==> config.mk <==
export PLATFORM = sky130hd
export DESIGN_NAME = nibble_rle_decoder
export DESIGN_NICKNAME = d
export VERILOG_FILES = /design/src/rtl/core/nrle_pkg.sv /design/src/rtl/core/nibble_rle_decoder.sv /design/src/rtl/core/nrle_front.sv /design/src/rtl/core/nrle_fifo.sv /design/src/rtl/core/nrle_back.sv
export SDC_FILE = /design/constraint.sdc
export NUM_CORES = 1
export LEC_CHECK = 0
export ABC_CLOCK_PERIOD_IN_PS = 11500
export BUFFER_PORTS_ARGS = -buffer_cell sky130_fd_sc_hd__buf_2
export CORE_ASPECT_RATIO = 0.75
export CORE_MARGIN = 2
export CORE_UTILIZATION = 45
export DETAILED_ROUTE_END_ITERATION = 7
export PLACE_DENSITY = 0.57
export SLEW_MARGIN = 5
export SYNTH_ARGS = -nofsm -noshare
export SYNTH_HDL_FRONTEND = slang
export SYNTH_SLANG_ARGS = --single-unit
export TNS_END_PERCENT = 100
==> constraint.sdc <==
create_clock -name clk -period 11.5 [get_ports clk]
set_input_delay 2.3 -clock clk [delete_from_list [all_inputs] [get_ports clk]]
set_output_delay 2.3 -clock clk [all_outputs]
set_load 0.1 [all_outputs]
==> src/rtl/core/nrle_pkg.sv <==
`timescale 1ns / 1ps

package nrle_pkg;

  // Token parser phases: idle waits for a literal or a run flag, the other
  // phases gather the three count nibbles of a run token.
  localparam logic [1:0] PHASE_IDLE = 2'd0;
  localparam logic [1:0] PHASE_CNT0 = 2'd1;
  localparam logic [1:0] PHASE_LAST = 2'd3;

  // A byte yields at most three results: a run that closes on the high
  // nibble gives two, and a literal on the low nibble can add one more.
  localparam int NUM_SLOTS  = 3;
  localparam int FIFO_DEPTH = 2;
  localparam int FIFO_PTR_W = $clog2(FIFO_DEPTH);
  localparam int FIFO_CNT_W = $clog2(FIFO_DEPTH + 1);

  typedef struct packed {
    logic [1:0]  phase;
    logic [2:0]  val;
    logic [11:0] cnt;
    logic [2:0]  pend;
    logic        half;
  } nrle_state_t;

  typedef struct packed {
    logic [7:0]  data;
    logic [10:0] rep;
  } nrle_res_t;

  typedef struct packed {
    nrle_res_t [NUM_SLOTS-1:0] slot;
    logic [1:0]                cnt;
  } nrle_bundle_t;

  typedef struct packed {
    nrle_state_t st;
    logic [1:0]  n;
    nrle_res_t   r0;
    nrle_res_t   r1;
  } nrle_step_t;

  // Decodes one nibble against the parser state and returns the new state
  // plus up to two results in order.
  function automatic nrle_step_t nrle_take_nibble(input nrle_state_t st,
                                                  input logic [3:0] nib);
    nrle_step_t  s;
    logic [11:0] c;
    logic [2:0]  v;
    s = '0;
    s.st = st;
    c = {st.cnt[7:0], nib};
    v = st.val;
    if (st.phase == PHASE_IDLE) begin
      if (nib[3] == 1'b0) begin
        if (st.half) begin
          s.r0.data = {1'b0, st.pend, 1'b0, nib[2:0]};
          s.r0.rep  = 11'd1;
          s.n       = 2'd1;
          s.st.half = 1'b0;
          s.st.pend = 3'd0;
        end else begin
          s.st.pend = nib[2:0];
          s.st.half = 1'b1;
        end
      end else begin
        s.st.val   = nib[2:0];
        s.st.cnt   = 12'd0;
        s.st.phase = PHASE_CNT0;
      end
    end else if (st.phase == PHASE_LAST) begin
      s.st.phase = PHASE_IDLE;
      s.st.cnt   = 12'd0;
      s.st.val   = 3'd0;
      if (c != 12'd0) begin
        if (st.half) begin
          s.r0.data = {1'b0, st.pend, 1'b0, v};
          s.r0.rep  = 11'd1;
          s.n       = 2'd1;
          s.st.half = 1'b0;
          s.st.pend = 3'd0;
          c         = c - 12'd1;
        end
        if (c >= 12'd2) begin
          if (s.n == 2'd1) begin
            s.r1.data = {1'b0, v, 1'b0, v};
            s.r1.rep  = c[11:1];
          end else begin
            s.r0.data = {1'b0, v, 1'b0, v};
            s.r0.rep  = c[11:1];
          end
          s.n = s.n + 2'd1;
        end
        if (c[0]) begin
          s.st.pend = v;
          s.st.half = 1'b1;
        end
      end
    end else begin
      s.st.cnt   = c;
      s.st.phase = st.phase + 2'd1;
    end
    return s;
  endfunction

endpackage

==> src/rtl/core/nibble_rle_decoder.sv <==
`timescale 1ns / 1ps

// Run-length decoder for 4-bit nibble streams of 3-bit glyph pixels. Each
// input transaction carries one compressed byte, parsed high nibble first: a
// nibble below 8 is a literal pixel, and a nibble of 8 or more opens a run
// whose 12-bit count follows in the next three nibbles. Pixels are packed two
// to a byte, first pixel in the high nibble, and each output transaction is a
// byte with a repeat count, so a whole run costs at most two transactions.
// out_last marks the final output transaction caused by an input byte; a
// byte that only advances the parser produces none. A byte flagged with
// in_glyph_end returns the parser to its reset state after it is decoded,
// dropping any half byte or unfinished run token. The front end decodes a
// whole byte combinationally and takes one byte per cycle while its two-entry
// queue has room; the back end drains the queue through a single output
// register at one transaction per cycle while out_stall is low. A byte
// produces at most three transactions. On the way out, results pass from the
// queue through a held bundle register into the output register.
module nibble_rle_decoder import nrle_pkg::*; (
  input  logic        clk,
  input  logic        rst_n,
  input  logic        in_valid,
  output logic        in_stall,
  input  logic [7:0]  in_byte,
  input  logic        in_glyph_end,
  output logic        out_valid,
  input  logic        out_stall,
  output logic [7:0]  out_byte,
  output logic [10:0] out_repeat_res,
  output logic        out_last
);

  logic         q_push;
  logic         q_full;
  logic         q_pop;
  logic         q_valid;
  nrle_bundle_t q_in;
  nrle_bundle_t q_out;

  // Parser: classifies nibbles and builds the results of one byte.
  nrle_front u_front (
    .clk          (clk),
    .rst_n        (rst_n),
    .in_valid     (in_valid),
    .in_stall     (in_stall),
    .in_byte      (in_byte),
    .in_glyph_end (in_glyph_end),
    .q_full       (q_full),
    .q_push       (q_push),
    .q_data       (q_in)
  );

  // Short queue that lets the parser run ahead of a stalled output.
  nrle_fifo u_fifo (
    .clk        (clk),
    .rst_n      (rst_n),
    .push       (q_push),
    .push_data  (q_in),
    .full       (q_full),
    .pop        (q_pop),
    .head_valid (q_valid),
    .head_data  (q_out)
  );

  // Emitter: hands out the queued results one transaction at a time.
  nrle_back u_back (
    .clk            (clk),
    .rst_n          (rst_n),
    .q_valid        (q_valid),
    .q_data         (q_out),
    .q_pop          (q_pop),
    .out_valid      (out_valid),
    .out_stall      (out_stall),
    .out_byte       (out_byte),
    .out_repeat_res (out_repeat_res),
    .out_last       (out_last)
  );

endmodule

==> src/rtl/core/nrle_front.sv <==
`timescale 1ns / 1ps

module nrle_front import nrle_pkg::*; (
  input  logic         clk,
  input  logic         rst_n,
  input  logic         in_valid,
  output logic         in_stall,
  input  logic [7:0]   in_byte,
  input  logic         in_glyph_end,
  input  logic         q_full,
  output logic         q_push,
  output nrle_bundle_t q_data
);

  nrle_state_t state_r, state_nxt;
  nrle_step_t  hi_step, lo_step;
  logic        accept;

  assign in_stall = q_full;
  assign accept   = in_valid && !q_full;

  // Both nibbles are parsed in the same cycle; the results are packed in
  // order into the low slots of the bundle.
  always_comb begin
    hi_step   = nrle_take_nibble(state_r, in_byte[7:4]);
    lo_step   = nrle_take_nibble(hi_step.st, in_byte[3:0]);
    q_data    = '0;
    q_data.cnt = hi_step.n + lo_step.n;
    case (hi_step.n)
      2'd2: begin
        q_data.slot[0] = hi_step.r0;
        q_data.slot[1] = hi_step.r1;
        q_data.slot[2] = lo_step.r0;
      end
      2'd1: begin
        q_data.slot[0] = hi_step.r0;
        q_data.slot[1] = lo_step.r0;
        q_data.slot[2] = lo_step.r1;
      end
      default: begin
        q_data.slot[0] = lo_step.r0;
        q_data.slot[1] = lo_step.r1;
      end
    endcase
    q_push    = accept && (q_data.cnt != 2'd0);
    state_nxt = state_r;
    if (accept) begin
      state_nxt = in_glyph_end ? '0 : lo_step.st;
    end
  end

  always_ff @(posedge clk) begin
    if (!rst_n) begin
      state_r <= '0;
    end else begin
      state_r <= state_nxt;
    end
  end

endmodule

==> src/rtl/core/nrle_fifo.sv <==
`timescale 1ns / 1ps

module nrle_fifo import nrle_pkg::*; (
  input  logic         clk,
  input  logic         rst_n,
  input  logic         push,
  input  nrle_bundle_t push_data,
  output logic         full,
  input  logic         pop,
  output logic         head_valid,
  output nrle_bundle_t head_data
);

  nrle_bundle_t            mem_r [FIFO_DEPTH];
  logic [FIFO_PTR_W-1:0]   wr_ptr_r, wr_ptr_nxt;
  logic [FIFO_PTR_W-1:0]   rd_ptr_r, rd_ptr_nxt;
  logic [FIFO_CNT_W-1:0]   count_r, count_nxt;

  assign full       = (count_r == FIFO_CNT_W'(FIFO_DEPTH));
  assign head_valid = (count_r != '0);
  assign head_data  = mem_r[rd_ptr_r];

  always_comb begin
    wr_ptr_nxt = wr_ptr_r;
    rd_ptr_nxt = rd_ptr_r;
    count_nxt  = count_r;
    if (push) begin
      wr_ptr_nxt = (wr_ptr_r == FIFO_PTR_W'(FIFO_DEPTH - 1)) ? '0 : wr_ptr_r + 1'b1;
    end
    if (pop) begin
      rd_ptr_nxt = (rd_ptr_r == FIFO_PTR_W'(FIFO_DEPTH - 1)) ? '0 : rd_ptr_r + 1'b1;
    end
    if (push && !pop) begin
      count_nxt = count_r + 1'b1;
    end else if (pop && !push) begin
      count_nxt = count_r - 1'b1;
    end
  end

  always_ff @(posedge clk) begin
    if (!rst_n) begin
      wr_ptr_r <= '0;
      rd_ptr_r <= '0;
      count_r  <= '0;
    end else begin
      wr_ptr_r <= wr_ptr_nxt;
      rd_ptr_r <= rd_ptr_nxt;
      count_r  <= count_nxt;
    end
  end

  always_ff @(posedge clk) begin
    if (push) begin
      mem_r[wr_ptr_r] <= push_data;
    end
  end

`ifndef NO_ASSERTIONS
  a_no_overflow: assert property (@(posedge clk) disable iff (!rst_n)
    push |-> !full)
    else $error("queue written while full");

  a_no_underflow: assert property (@(posedge clk) disable iff (!rst_n)
    pop |-> head_valid)
    else $error("queue read while empty");

  a_count_up: assert property (@(posedge clk) disable iff (!rst_n)
    (push && !pop) |=> (count_r == FIFO_CNT_W'($past(count_r) + 1'b1)))
    else $error("queue occupancy did not grow on a lone write");

  a_count_range: assert property (@(posedge clk) disable iff (!rst_n)
    count_r <= FIFO_CNT_W'(FIFO_DEPTH))
    else $error("queue occupancy out of range");
`endif

endmodule

==> src/rtl/core/nrle_back.sv <==
`timescale 1ns / 1ps

module nrle_back import nrle_pkg::*; (
  input  logic         clk,
  input  logic         rst_n,
  input  logic         q_valid,
  input  nrle_bundle_t q_data,
  output logic         q_pop,
  output logic         out_valid,
  input  logic         out_stall,
  output logic [7:0]   out_byte,
  output logic [10:0]  out_repeat_res,
  output logic         out_last
);

  nrle_bundle_t bundle_r, bundle_nxt;
  logic [1:0]   idx_r, idx_nxt;
  logic         out_valid_r, out_valid_nxt;
  nrle_res_t    out_res_r, out_res_nxt;
  logic         out_last_r, out_last_nxt;
  logic         load, have, done;

  assign load = !out_valid_r || !out_stall;
  assign have = (idx_r != bundle_r.cnt);

  always_comb begin
    bundle_nxt    = bundle_r;
    idx_nxt       = idx_r;
    out_valid_nxt = out_valid_r;
    out_res_nxt   = out_res_r;
    out_last_nxt  = out_last_r;
    q_pop         = 1'b0;
    if (load) begin
      out_valid_nxt = have;
      if (have) begin
        out_res_nxt  = bundle_r.slot[idx_r];
        out_last_nxt = ((idx_r + 2'd1) == bundle_r.cnt);
        idx_nxt      = idx_r + 2'd1;
      end
    end
    // The held bundle is spent once its final result moves to the output
    // register, so the next one can be fetched in that same cycle.
    done = !have || (load && ((idx_r + 2'd1) == bundle_r.cnt));
    if (done && q_valid) begin
      q_pop      = 1'b1;
      bundle_nxt = q_data;
      idx_nxt    = 2'd0;
    end
  end

  always_ff @(posedge clk) begin
    if (!rst_n) begin
      bundle_r    <= '0;
      idx_r       <= 2'd0;
      out_valid_r <= 1'b0;
    end else begin
      bundle_r    <= bundle_nxt;
      idx_r       <= idx_nxt;
      out_valid_r <= out_valid_nxt;
    end
  end

  always_ff @(posedge clk) begin
    out_res_r  <= out_res_nxt;
    out_last_r <= out_last_nxt;
  end

  assign out_valid      = out_valid_r;
  assign out_byte       = out_res_r.data;
  assign out_repeat_res = out_res_r.rep;
  assign out_last       = out_last_r;

endmodule
==> results.md <==
* Clock sinks at 201
* Slew @ Worst Pin at 1.131 ns
* Post-Syn Area at 0.01032 mm^2
* Iter 0 DRT Violations at 692
* Critical path required time at 11.64 ns
* Hold Path Class: reg2reg
* Fin crit period at 8.177 ns
* Worst vdd rail ir drop at 0.1438 mV
* Port bufs at 32
* EDFF count, synth at 124
* Post-synthesis compound-gate area fraction at 18.66%
* Area growth, synth to finish at 10.48%
* Share of layout cells above drive strength 1 at 10.25%
* Pwr per Cell Area at 212.3 mW/mm^2
* CORE AREA at 0.02229 mm^2
* CTS Buf Count at 21
* Die Span X at 178.9 um
* Logic pwr share at 32.4%
* Register area share after synthesis at 51.00%
* Clk_lat worst skew at 0.50 ns
* Final setup margin at 3.323 ns
* Clock skew at 0.01216 ns
* WS Path Type: in2reg
* Worst-path clk slew at 0.06 ns
* Total chip power at 2.421 mW
* Crit-path cells: buf_2 > inv_1 > ha_1 > inv_1 > a22o_1 > nor3_4 > inv_2 > or4_1 > a222oi_1 > nand2_1 > ha_1 > nand2_1 > nand2_1 > ha_1 > xnor2_1 > xnor2_1 > o21bai_1 > nor2_4 > buf_4
* Non-filler cells, final at 1,289
* Post-DP HPWL at 19.76 mm
* # fillers at 2,024
* Post_cts resized at 0
* Row count at 47
* Initial antenna violation count at 0
* Cells after Synth at 982
* CP Buf/Inv Count at 5
* Critical Path AT at 8.31 ns
* Power share of the clock group at 27.9%
* Post-DRT Antenna Nets at 0
* Sequential Power Share at 39.7%
* Fraction of synthesized area in multiplexers at 7.187%
* DR pass1 iterations at 5
* Worst setup SP type: primary input
* Synth area leader: edfxtp_1
* Slew Viols, Final at 0
* Post-synth top area share at 36.07%
* Vias in the first global route at 7,422
* Post-synthesis adder-cell area fraction at 2.666%
* Worst-path maximum fanout at 37
* LEAKAGE at 4.301 nW
* Root buffer cell: clkbuf_16
* Cell family with most CP delay: simple AND/OR/NAND/NOR gates
* Asr flop ratio synth at 0%
* CTS max path bufs at 3
* Mapped Avg Cell Area at 10.51 um^2
* Post-DR vias/cell at 6.128
* Die area at 0.02418 mm^2
* Worst path slowest cell: nand2_1
* Routed WL at 28.38 mm
* Status: completed
* Placer Congestion at 0.9660
* Switch Pwr at 0.9225 mW
* Achievable clock frequency at 0.1223 GHz
* Total Routing Usage GR at 23.91%
* Post-route DRC at 0
* RSZ-0062 raised after global routing: false
* Ys flop type: edfxtp_1
* Global route overflow at 0
* Final period util at 71.10%
* Inserted Diodes at 0
* Crit end category: register
* Syn. warnings at 0
* Switching share of power at 38.10%
* Detailed-route via count at 7,899
* Setup bufs post-CTS at 0
* CTS tree: done
* Distinct cell type count after synthesis at 78
* CTS hold repair buffers at 0
* Total of max-cap violations at 0
* Largest net degree at the start of global routing at 105
* Hold Fails Final Rpt at 0
* Worst path max stage delay at 0.62 ns
* XOR/XNOR Fraction of Synth Area at 2.206%
* Simple-gate area share of the yosys netlist at 14.46%
* Wire per inst at 22.01 um
* Sum of negative setup slack at 0 ns
* # IOs at 35
* Nets at 1,015
* Yosys reg bits at 201
* First-pass GRT wire length at 43.99 mm
* Initial core utilization at 46.32%
* Rel. slew slack at 24.62%
* Placed Cells at 1,251
* Die height at 135.2 um
* Setup violations, final at 0
* P_int at 1.499 mW
* Largest family of logic cells by synthesized area: compound AO/OA/AOI/OAI gates
* Synth top area cells: edfxtp_1 36%, dfxtp_1 15%, mux2i_1 7.1%, o211a_1 5.1%, nand2_1 4.6%
* H-tree levels at 1
* Dpl ws at 2.929 ns
-- worst paths after layout --
| path | cells after the start | startpoint | endpoint | slack, ns |
|---|---|---|---|---|
| max | 19 | in_byte[7] | u_fifo.mem_r[0][49]$_DFFE_PP_ | 3.32 |
| min | 1 | u_back.bundle_r[17]$_SDFFE_PN0P_ | u_back.bundle_r[17]$_SDFFE_PN0P_ | 0.50 |
| max reg2reg | 19 | u_front.state_r[0]$_SDFFE_PN0P_ | u_fifo.mem_r[0][49]$_DFFE_PP_ | 4.80 |
| min reg2reg | 1 | u_back.bundle_r[17]$_SDFFE_PN0P_ | u_back.bundle_r[17]$_SDFFE_PN0P_ | 0.50 |
-- layer usage --
layer,share of wire [%],track usage (%)
met1,48,35.50
met4,2.2,6.007
met3,7.5,5.022
met2,43,35.51
met5,0,0
-- cells in the mapped netlist (9+ instances only) --
cell,number
dfxtp_1,77
nor3_1,12
o21ai_0,35
nand3_1,23
a22oi_1,16
nand2_1,127
mux2i_1,73
clkbuf_1,51
inv_1,23
o22ai_1,22
a32oi_1,10
a21oi_1,33
edfxtp_1,124
xnor2_1,19
ha_1,22
a31oi_1,10
nor2_1,54
o211a_1,53
buf_1,11
nor2b_1,23
buf_2,9
-- layout make-up --
cell class	instances	area [um^2]	share of cell area (%)
repair buffers	47	272.8	2.391
inverters	26	97.59	0.8556
clock buffers	31	634.4	5.562
flip-flops and latches	201	5269	46.19
well taps	294	367.9	3.225
clock inverters	7	70.07	0.6143
multi-input cells	683	4695	41.16
-- power groups by stage --
stage                     logic, mW  registers (mW)  clock network (mW)
after floorplan               0.393            1.19                   0
after CTS                     0.787           0.963               0.696
after global placement        0.784           0.976                   0
final                         0.783           0.962               0.676
after global routing          0.842           0.976               0.718
after detailed placement      0.786           0.977                   0
-- worst register-to-register path, cell delays in order (launching register included) --
cell,delay [ns]
dfxtp_1,0.31
buf_4,0.25
inv_1,0.15
ha_1,0.36
nand2b_1,0.17
a22o_1,0.23
nor3_4,0.49
inv_2,0.33
or4_1,0.58
a222oi_1,0.50
nand2_1,0.62
ha_1,0.50
nand2_1,0.06
nand2_1,0.07
ha_1,0.19
xnor2_1,0.18
xnor2_1,0.18
o21bai_1,0.17
nor2_4,0.45
buf_4,0.55
-- cells in the final DEF (no fill, tap or decap), drive strengths merged, types with 4 or more instances in the layout --
master / n
dfxtp: 77
nand3b: 5
inv: 25
nor4: 8
o21ai: 37
nand4: 8
a222oi: 4
buf: 47
ha: 22
o22ai: 22
and2: 7
nor3b: 5
clkinv: 7
a32o: 6
clkbuf: 31
nor3: 14
o2bb2ai: 7
a21oi: 33
o211a: 53
nand2: 127
and3: 4
xnor2: 19
nor2b: 23
mux2i: 73
o31ai: 6
a22o: 4
a22oi: 16
a31oi: 10
xor2: 7
o221ai: 5
a32oi: 10
nor2: 54
edfxtp: 124
a21boi: 7
nand2b: 5
or2: 5
nand3: 23
-- through the flow --
step           hold slack, ns  util (%)  area (um^2)
6_report               0.4975     51.18        11410
5_1_grt                0.5126     51.18        11410
4_1_cts                0.4987     51.18        11410
3_5_place_dp           0.4851     48.02        10700
3_3_place_gp           0.4796     48.02        10700
2_1_floorplan          0.4539         -        10330
-- state kept, by name (all words and copies together), names as in the netlist, 2 cells and up --
signal	flops
u_back.bundle_r	53
u_back.idx_r	2
u_back.out_byte	6
u_back.out_repeat_res	11
u_fifo.count_r	2
u_fifo.mem_r	106
u_front.state_r	17
-- cell families after synthesis --
group | after synthesis
AOI/OAI and AO/OA | 254
xor gates and xnor gates | 26
adders and majority gates | 22
buffers and inverters | 99
DFF | 201
muxes | 74
other | 1
and+or+nand+nor | 305
Note: power is estimated with default switching activity, not from simulation.
